<file path="src/sv/lkv_pkg.sv">
`timescale 1ns / 1ps
// ----------------------------------------------------------------------------
// LRU key-value cache package
// Field widths, operation codes and the compare-unit result type shared by
// the cache sequencer, its compare unit and the port checker.
// ----------------------------------------------------------------------------
package lkv_pkg;

  localparam int unsigned KEY_W = 31;
  localparam int unsigned VAL_W = 32;
  localparam int unsigned CAP_W = 5;

  localparam logic [CAP_W-1:0] CAP_RESET  = 5'd16;
  localparam logic [VAL_W-1:0] MISS_VALUE = 32'hFFFF_FFFF;
  localparam logic [VAL_W-1:0] SET_VALUE  = 32'h0000_0000;

  localparam logic MODE_GET = 1'b0;
  localparam logic MODE_SET = 1'b1;

  // Outcome of one pass through the shared compare unit.
  typedef struct packed {
    logic key_eq;   // stored key equals the request key
    logic rank_eq;  // stored rank equals the threshold
    logic rank_lt;  // stored rank is below the threshold
  } cmp_res_t;

endpackage

</file>
<file path="src/sv/lkv_ram.sv">
`timescale 1ns / 1ps
// ----------------------------------------------------------------------------
// LRU cache entry memory
// Simple dual-port memory: one write port, one read port with registered
// read data.
// ----------------------------------------------------------------------------
module lkv_ram #(
  parameter int unsigned WIDTH = 32,
  parameter int unsigned DEPTH = 16,
  parameter int unsigned AW    = 4
) (
  input  logic             clk,
  input  logic             we,
  input  logic [AW-1:0]    waddr,
  input  logic [WIDTH-1:0] wdata,
  input  logic [AW-1:0]    raddr,
  output logic [WIDTH-1:0] rdata
);

  logic [WIDTH-1:0] mem [DEPTH];

  always_ff @(posedge clk) begin
    if (we) begin
      mem[waddr] <= wdata;
    end
  end

  always_ff @(posedge clk) begin
    rdata <= mem[raddr];
  end

endmodule

</file>
<file path="src/sv/lkv_cmp.sv">
`timescale 1ns / 1ps
// ----------------------------------------------------------------------------
// LRU cache compare unit
// The one key and rank comparator, reused for every entry the sequencer
// sweeps through.
// ----------------------------------------------------------------------------
module lkv_cmp #(
  parameter int unsigned IW = 4,
  parameter int unsigned CW = 5
) (
  input  logic [lkv_pkg::KEY_W-1:0] key_a,
  input  logic [lkv_pkg::KEY_W-1:0] key_b,
  input  logic [IW-1:0]             rank,
  input  logic [CW-1:0]             thr,
  output lkv_pkg::cmp_res_t         res
);

  import lkv_pkg::*;

  logic [CW-1:0] rank_ext;

  assign rank_ext    = CW'(rank);
  assign res.key_eq  = (key_a == key_b);
  assign res.rank_eq = (rank_ext == thr);
  assign res.rank_lt = (rank_ext < thr);

endmodule

</file>
<file path="src/sv/lru_key_value_cache.sv">
`timescale 1ns / 1ps
// ----------------------------------------------------------------------------
// LRU key-value cache
// Associative key-value store that keeps its entries in recency order. A get
// returns the value of a present key, a set updates or inserts, evicting the
// least recently used entry when the configured capacity is reached.
//
//   Channel  Direction  Handshake          Payload
//   in       input      in_valid/in_ready  in_mode, in_lookup_key, in_write_value
//   out      output     out_valid/out_ready out_hit, out_read_value
//   cfg      input      cfg_wr_en          cfg_wr_data (capacity in use)
//
// A request walks the filled entries one entry per cycle, through the single
// compare unit and the one read port of the rank memory, once to search and
// once to re-rank (a get that misses skips the re-rank).
// A synchronous reset empties the cache at once; no clearing pass is needed.
// in_ready is high only while no request is in flight; a finished result
// waits in the output register, and a new request is taken meanwhile.
// ----------------------------------------------------------------------------
module lru_key_value_cache #(
  parameter int unsigned MAX_ENTRIES = 16
) (
  input  logic                            clk,
  input  logic                            rst_n,
  input  logic                            in_valid,
  output logic                            in_ready,
  input  logic                            in_mode,
  input  logic [lkv_pkg::KEY_W-1:0]       in_lookup_key,
  input  logic signed [lkv_pkg::VAL_W-1:0] in_write_value,
  output logic                            out_valid,
  input  logic                            out_ready,
  output logic                            out_hit,
  output logic signed [lkv_pkg::VAL_W-1:0] out_read_value,
  input  logic                            cfg_wr_en,
  input  logic [lkv_pkg::CAP_W-1:0]       cfg_wr_data
);

  import lkv_pkg::*;

  localparam int unsigned IW = (MAX_ENTRIES > 1) ? $clog2(MAX_ENTRIES) : 1;
  localparam int unsigned CW = $clog2(MAX_ENTRIES + 1);
  localparam int unsigned EW = (CW > CAP_W) ? CW : CAP_W;
  localparam logic [CW-1:0] FULL = CW'(MAX_ENTRIES);

  typedef enum logic [2:0] {
    ST_IDLE,
    ST_SCAN,
    ST_DECIDE,
    ST_UPD,
    ST_FIN,
    ST_DONE
  } state_t;

  state_t           state_r, state_nxt;
  logic             mode_r, mode_nxt;
  logic [KEY_W-1:0] key_r, key_nxt;
  logic [VAL_W-1:0] val_r, val_nxt;
  logic [CW-1:0]    idx_r, idx_nxt;
  logic             pv_r, pv_nxt;
  logic [IW-1:0]    pidx_r, pidx_nxt;
  logic             hit_r, hit_nxt;
  logic [IW-1:0]    found_r, found_nxt;
  logic [IW-1:0]    frank_r, frank_nxt;
  logic [IW-1:0]    victim_r, victim_nxt;
  logic [IW-1:0]    tgt_r, tgt_nxt;
  logic [CW-1:0]    thr_r, thr_nxt;
  logic             append_r, append_nxt;
  logic [CW-1:0]    fill_r, fill_nxt;
  logic [CAP_W-1:0] cap_r, cap_nxt;
  logic             res_hit_r, res_hit_nxt;
  logic [VAL_W-1:0] res_val_r, res_val_nxt;
  logic             out_valid_r, out_valid_nxt;
  logic             out_hit_r, out_hit_nxt;
  logic [VAL_W-1:0] out_val_r, out_val_nxt;

  logic [KEY_W-1:0] key_rd;
  logic [VAL_W-1:0] val_rd;
  logic [IW-1:0]    rank_rd;
  logic [CW-1:0]    cmp_thr;
  cmp_res_t         cmp;
  logic             issue;
  logic             last;
  logic             room;
  logic             rank_we;
  logic [IW-1:0]    rank_waddr;
  logic [IW-1:0]    rank_wdata;
  logic             entry_we;
  logic [IW-1:0]    raddr;

  assign issue = (idx_r < fill_r);
  assign last  = pv_r && (CW'(pidx_r) == (fill_r - CW'(1)));
  assign raddr = idx_r[IW-1:0];

  // Room for a new entry: below both the memory size and the capacity in
  // use, where a capacity of zero counts as one.
  assign room = (fill_r != FULL) &&
                ((cap_r == '0) ? (fill_r == '0) : (EW'(fill_r) < EW'(cap_r)));

  assign cmp_thr = (state_r == ST_SCAN) ? (fill_r - CW'(1)) : thr_r;

  lkv_cmp #(
    .IW (IW),
    .CW (CW)
  ) u_cmp (
    .key_a (key_r),
    .key_b (key_rd),
    .rank  (rank_rd),
    .thr   (cmp_thr),
    .res   (cmp)
  );

  always_comb begin
    rank_we    = 1'b0;
    rank_waddr = tgt_r;
    rank_wdata = '0;
    if (state_r == ST_UPD && pv_r) begin
      rank_we    = 1'b1;
      rank_waddr = pidx_r;
      if (pidx_r == tgt_r) begin
        rank_wdata = '0;
      end else if (cmp.rank_lt) begin
        rank_wdata = rank_rd + IW'(1);
      end else begin
        rank_wdata = rank_rd;
      end
    end else if (state_r == ST_FIN && append_r) begin
      rank_we = 1'b1;
    end
  end

  assign entry_we = (state_r == ST_FIN) && (mode_r == MODE_SET);

  lkv_ram #(
    .WIDTH (KEY_W),
    .DEPTH (MAX_ENTRIES),
    .AW    (IW)
  ) u_key_ram (
    .clk   (clk),
    .we    (entry_we),
    .waddr (tgt_r),
    .wdata (key_r),
    .raddr (raddr),
    .rdata (key_rd)
  );

  lkv_ram #(
    .WIDTH (VAL_W),
    .DEPTH (MAX_ENTRIES),
    .AW    (IW)
  ) u_val_ram (
    .clk   (clk),
    .we    (entry_we),
    .waddr (tgt_r),
    .wdata (val_r),
    .raddr (found_r),
    .rdata (val_rd)
  );

  lkv_ram #(
    .WIDTH (IW),
    .DEPTH (MAX_ENTRIES),
    .AW    (IW)
  ) u_rank_ram (
    .clk   (clk),
    .we    (rank_we),
    .waddr (rank_waddr),
    .wdata (rank_wdata),
    .raddr (raddr),
    .rdata (rank_rd)
  );

  always_comb begin
    state_nxt     = state_r;
    mode_nxt      = mode_r;
    key_nxt       = key_r;
    val_nxt       = val_r;
    idx_nxt       = idx_r;
    pv_nxt        = 1'b0;
    pidx_nxt      = pidx_r;
    hit_nxt       = hit_r;
    found_nxt     = found_r;
    frank_nxt     = frank_r;
    victim_nxt    = victim_r;
    tgt_nxt       = tgt_r;
    thr_nxt       = thr_r;
    append_nxt    = append_r;
    fill_nxt      = fill_r;
    cap_nxt       = cfg_wr_en ? cfg_wr_data : cap_r;
    res_hit_nxt   = res_hit_r;
    res_val_nxt   = res_val_r;
    out_valid_nxt = out_valid_r && !out_ready;
    out_hit_nxt   = out_hit_r;
    out_val_nxt   = out_val_r;

    unique case (state_r)
      ST_IDLE: begin
        if (in_valid) begin
          mode_nxt   = in_mode;
          key_nxt    = in_lookup_key;
          val_nxt    = in_write_value;
          idx_nxt    = '0;
          hit_nxt    = 1'b0;
          found_nxt  = '0;
          frank_nxt  = '0;
          victim_nxt = '0;
          append_nxt = 1'b0;
          state_nxt  = (fill_r == '0) ? ST_DECIDE : ST_SCAN;
        end
      end
      ST_SCAN: begin
        // Reads run one entry ahead of the compare.
        if (issue) begin
          idx_nxt  = idx_r + CW'(1);
          pv_nxt   = 1'b1;
          pidx_nxt = idx_r[IW-1:0];
        end
        if (pv_r) begin
          if (cmp.key_eq && !hit_r) begin
            hit_nxt   = 1'b1;
            found_nxt = pidx_r;
            frank_nxt = rank_rd;
          end
          if (cmp.rank_eq) begin
            victim_nxt = pidx_r;
          end
        end
        if (last) begin
          state_nxt = ST_DECIDE;
        end
      end
      ST_DECIDE: begin
        idx_nxt = '0;
        if (hit_r) begin
          tgt_nxt   = found_r;
          thr_nxt   = CW'(frank_r);
          state_nxt = ST_UPD;
        end else if (mode_r == MODE_GET) begin
          state_nxt = ST_FIN;
        end else if (room) begin
          // New entry in the next free slot; every filled entry ages by one.
          tgt_nxt    = fill_r[IW-1:0];
          thr_nxt    = fill_r;
          append_nxt = 1'b1;
          state_nxt  = (fill_r == '0) ? ST_FIN : ST_UPD;
        end else begin
          tgt_nxt   = victim_r;
          thr_nxt   = fill_r - CW'(1);
          state_nxt = ST_UPD;
        end
      end
      ST_UPD: begin
        if (issue) begin
          idx_nxt  = idx_r + CW'(1);
          pv_nxt   = 1'b1;
          pidx_nxt = idx_r[IW-1:0];
        end
        if (last) begin
          state_nxt = ST_FIN;
        end
      end
      ST_FIN: begin
        res_hit_nxt = hit_r;
        if (mode_r == MODE_SET) begin
          res_val_nxt = SET_VALUE;
        end else if (hit_r) begin
          res_val_nxt = val_rd;
        end else begin
          res_val_nxt = MISS_VALUE;
        end
        if (append_r) begin
          fill_nxt = fill_r + CW'(1);
        end
        state_nxt = ST_DONE;
      end
      ST_DONE: begin
        if (!out_valid_r || out_ready) begin
          out_valid_nxt = 1'b1;
          out_hit_nxt   = res_hit_r;
          out_val_nxt   = res_val_r;
          state_nxt     = ST_IDLE;
        end
      end
      default: begin
        state_nxt = ST_IDLE;
      end
    endcase
  end

  always_ff @(posedge clk) begin
    if (!rst_n) begin
      state_r     <= ST_IDLE;
      pv_r        <= 1'b0;
      fill_r      <= '0;
      cap_r       <= CAP_RESET;
      out_valid_r <= 1'b0;
    end else begin
      state_r     <= state_nxt;
      pv_r        <= pv_nxt;
      fill_r      <= fill_nxt;
      cap_r       <= cap_nxt;
      out_valid_r <= out_valid_nxt;
    end
    mode_r    <= mode_nxt;
    key_r     <= key_nxt;
    val_r     <= val_nxt;
    idx_r     <= idx_nxt;
    pidx_r    <= pidx_nxt;
    hit_r     <= hit_nxt;
    found_r   <= found_nxt;
    frank_r   <= frank_nxt;
    victim_r  <= victim_nxt;
    tgt_r     <= tgt_nxt;
    thr_r     <= thr_nxt;
    append_r  <= append_nxt;
    res_hit_r <= res_hit_nxt;
    res_val_r <= res_val_nxt;
    out_hit_r <= out_hit_nxt;
    out_val_r <= out_val_nxt;
  end

  assign in_ready       = (state_r == ST_IDLE);
  assign out_valid      = out_valid_r;
  assign out_hit        = out_hit_r;
  assign out_read_value = out_val_r;

endmodule

</file>
<file path="config.mk">
export PLATFORM = sky130hd
export DESIGN_NAME = lru_key_value_cache
export DESIGN_NICKNAME = d
export VERILOG_FILES = /design/src/sv/lkv_pkg.sv /design/src/sv/lkv_ram.sv /design/src/sv/lkv_cmp.sv /design/src/sv/lru_key_value_cache.sv
export SDC_FILE = /design/constraint.sdc
export NUM_CORES = 1
export LEC_CHECK = 0
export ABC_AREA = 0
export CORE_MARGIN = 5
export CORE_UTILIZATION = 50
export CTS_CLUSTER_DIAMETER = 60
export DETAILED_ROUTE_END_ITERATION = 8
export DONT_BUFFER_PORTS = 1
export GPL_ROUTABILITY_DRIVEN = 0
export GPL_TIMING_DRIVEN = 0
export HOLD_SLACK_MARGIN = 0.02
export PLACE_DENSITY_LB_ADDON = 0.12
export SLEW_MARGIN = 10
export SYNTH_ARGS = -nofsm -noshare
export SYNTH_HDL_FRONTEND = slang
export SYNTH_HIERARCHICAL = 1
export SYNTH_SLANG_ARGS = --single-unit
</file>
<file path="constraint.sdc">
create_clock -name clk -period 9.4 [get_ports clk]
set_input_delay 0.47 -clock clk [delete_from_list [all_inputs] [get_ports clk]]
set_output_delay 0.47 -clock clk [all_outputs]
set_load 0.05 [all_outputs]
</file>
==> reports/qor.csv <==
metric,value,unit
status,"finished, final reports clean",
multi_input_area,9940,um^2
drive_gt1_share,23.45,%
relSlewSlack,22.81,%
finalHoldViolations,0,
reg2reg_to,u_rank_ram/mem[1][2]$_DFFE_PP_,
synth_area_per_cell,21.30,um^2
synth_top_cell_area_share,75.33,%
cts_sinks,1316,
wl_per_cell,27.77,um
hold_slack,0.1097,ns
p_leak,18.31,nW
clock_latency,0.73,ns
cts_buffers,138,
synth_area_leaders,"edfxtp_1, mux4_2, dfxtp_1, a22oi_1, mux4_1",
synth-edff-count,1234,
num_rows,115,
synth_flop_cell,edfxtp_1,
synth_xor_area_share,0.9895,%
cts.clk_slew.worst_paths,0.06,ns
worst_ep_required_time,9.76,ns
cp-end-kind,flip-flop,
synth_top_family_by_area,multiplexers,
grt_max_degree,36,
critical_path.top_delay_family,simple AND/OR/NAND/NOR gates,
grt_pass1_wl,163.8,mm
p_per_area,274.3,nW/um^2
overflow,0,
die_w,323.7,um
max_cap_violations,0,
finalClockSkew,0.02669,ns
r2r_slack,5.47,ns
holdCritPathClass,in -> reg,
drt_iter0_drc,2271,
worstRegToRegCells,14,
diodes,0,
ctsHoldBuffers,71,
muxShareOfSynthArea,12.70,%
wl,111.0,mm
rsz0062_at_grt,no,
ant_nets,0,
seqCellArea,38700,um^2
ys_seq_elements,1316,
setup_ws,5.467,ns
fillers,7090,
final_nets,2685,
synth.distinct_cells,65,
vias,23540,
reg2reg_from,state_r[2]$_SDFFE_PN0P_,
area_delta_synth_final,16.52,%
first_pass_iters,5,
syn_nets,2400,
hold-path-endpoint,state_r[1]$_SDFFE_PN0P_,
dp_slack,5.494,ns
crit_path_cell_trace,nand2b_1 > clkbuf_1 > or2_2 > clkbuf_1 > nand2_1 > o21ai_0 > inv_1 > ha_1 > a21oi_1 > o22ai_1 > o21bai_1 > nand2_1 > xor2_1 > nor2_1,
port_buffers,0,
period_share,41.84,%
irDropWorstVdd,202.9,uV
cp.arrival,4.29,ns
ios,109,
crit_slowest_cell,nor2_1,
synthAdderAreaFrac,0.4324,%
synth_warnings,6,
ys_seq_area_share,78.67,%
critPathMaxStageDelay,0.85,ns
fmax,254.3,MHz
synth_top_area_cell,edfxtp_1,
critPathMaxFanout,16,
min_from,in_valid,
cts_setup_buffers,0,
critPathLaunchType,flip-flop,
antenna_found_initial,4,
die_h,323.7,um
min_delay_path_depth,4,
drcViolationCount,0,
crit_type,reg -> reg,
period_minus_slack,3.933,ns
vias_per_cell,5.893,
tightestPinTransition,1.158,ns
htreeDepth,4,
cts_tree,built,
start_util,50.20,%
crit_buf_inv,3,
cts.repair.resized,0,
core_area,97990,um^2
yosys.area_share.simple,2.526,%
cts_root_buffer,clkbuf_16,
setup_viol,0,
gr-usage-all-layers,21.57,%
first_global_vias,24590,
ys_async_sr_fraction,0,%
dp_hpwl,71.35,mm
synth_compound_area_share,3.065,%
synth_cells,2309,
final-max-slew-violation-count,0,
cts.path.max_buffers,3,
die-area,104800,um^2
netlist_area,49190,um^2
-- worst register-to-register path, delay by kind of cell (launching register included) --
kind,cells,cell delay [ns]
and+or+nand+nor,5,1.38
AOI/OAI and AO/OA,4,0.67
xor gates and xnor gates,1,0.15
DFF,1,0.35
buffers and inverters,3,0.72
adders and majority gates,1,0.30
-- per-stage QoR --
| step | utilization, % | area (um^2) | TNS [ns] | cells | power, mW |
|---|---|---|---|---|---|
| 2_1_floorplan | - | 49190 | 0 | 2309 | 9.505 |
| 3_3_place_gp | 51.84 | 50800 | -1086.33 | 3596 | 10.52 |
| 3_5_place_dp | 53.29 | 52220 | 0 | 3670 | 10.63 |
| 4_1_cts | 58.49 | 57320 | 0 | 3995 | 15.90 |
| 5_1_grt | 58.49 | 57320 | 0 | 3995 | 16.39 |
| 6_report | 58.49 | 57320 | 0 | 3995 | 15.72 |
-- worst max path at each step --
stage	start	to	slack [ns]	depth (start not counted)
finish	state_r[2]$_SDFFE_PN0P_	u_rank_ram/mem[1][2]$_DFFE_PP_	5.47	14
global placement	state_r[0]$_SDFFE_PN0P_	u_val_ram/mem[0][22]$_DFFE_PP_	-2.84	5
floorplan	state_r[0]$_SDFFE_PN0P_	u_val_ram/mem[0][0]$_DFFE_PP_	2.71	5
CTS	state_r[2]$_SDFFE_PN0P_	u_rank_ram/mem[5][3]$_DFFE_PP_	5.47	14
global route	state_r[2]$_SDFFE_PN0P_	u_rank_ram/mem[1][2]$_DFFE_PP_	5.16	14
detailed placement	state_r[2]$_SDFFE_PN0P_	u_rank_ram/mem[6][3]$_DFFE_PP_	5.49	14
-- cells by family (layout without fill, tap and decap cells) --
group | count (synthesis) | after routing
AND/OR/NAND/NOR | 259 | 259
buffers and inverters | 164 | 563
flip-flops | 1316 | 1316
AO/OA/AOI/OAI | 216 | 216
XOR/XNOR | 54 | 54
multiplexers | 283 | 283
adder cells (fa/ha/maj) | 17 | 17
-- registers in the layout (all words and copies together), names as in the netlist, 4 cells and up --
| name | flops |
|---|---|
| u_val_ram/rdata | 32 |
| out_read_value | 32 |
| victim_r | 4 |
| key_r | 31 |
| u_val_ram/mem | 512 |
| u_key_ram/rdata | 31 |
| fill_r | 5 |
| cap_r | 5 |
| u_key_ram/mem | 496 |
| pidx_r | 4 |
| tgt_r | 4 |
| res_val_r | 32 |
| found_r | 4 |
| thr_r | 5 |
| u_rank_ram/mem | 64 |
| val_r | 32 |
| frank_r | 4 |
| u_rank_ram/rdata | 4 |
| idx_r | 5 |
-- where the power goes --
part / internal (mW) / total (mW) / switching (mW)
Clock: 3.04 / 5.23 / 2.18
Combinational: 1.25 / 2.93 / 1.68
Sequential: 7.10 / 7.56 / 0.457
Total: 11.4 / 15.7 / 4.32
-- routing by layer --
metal	global-route usage, %	part of all wire [%]	wire length, um	vias up
met1	29.28	41	45280	12520
li1	-	-	-	10090
met2	36.31	51	56600	731
met4	6.399	2.5	2737	8
met3	3.993	5.7	6278	189
met5	0	0.052	58	-
-- final cells by class --
| cell class | count | share of cell area [%] |
|---|---|---|
| inverter | 54 | 0.3536 |
| multi-input combinational | 829 | 17.34 |
| tap | 1287 | 2.810 |
| buffer | 110 | 1.039 |
| sequential | 1316 | 67.52 |
| clock inverter | 64 | 0.8732 |
| clock buffer | 190 | 6.780 |
| timing repair buffer | 145 | 3.285 |
-- cells in the mapped netlist, types with 15 or more instances --
master,n
edfxtp_1,1234
mux4_2,254
a22oi_1,130
nand2_1,91
dfxtp_1,82
nor2_1,66
inv_1,54
clkbuf_1,52
a21oi_1,42
xor2_1,27
xnor2_1,26
buf_2,23
ha_1,17
nor3_1,17
o21ai_0,16
nand3_1,15
-- layout by cell type, fill, tap and decap left out, drive strengths merged, types with 8 or more instances in the layout --
master,synthesis,layout
nor2,67,67
clkinv,0,44
buf,57,131
edfxtp,1234,1234
inv,54,64
nand2,91,91
nor3,17,17
nand2b,9,9
xor2,27,27
dfxtp,82,82
clkbuf,53,243
a22oi,130,130
mux4,268,268
xnor2,26,26
nor2b,8,8
nand3,15,15
o21ai,18,18
ha,17,17
mux2i,10,10
a21oi,42,42
and2,14,14
dlygate4sd3,0,71
Note: power is estimated with default switching activity, not from simulation.
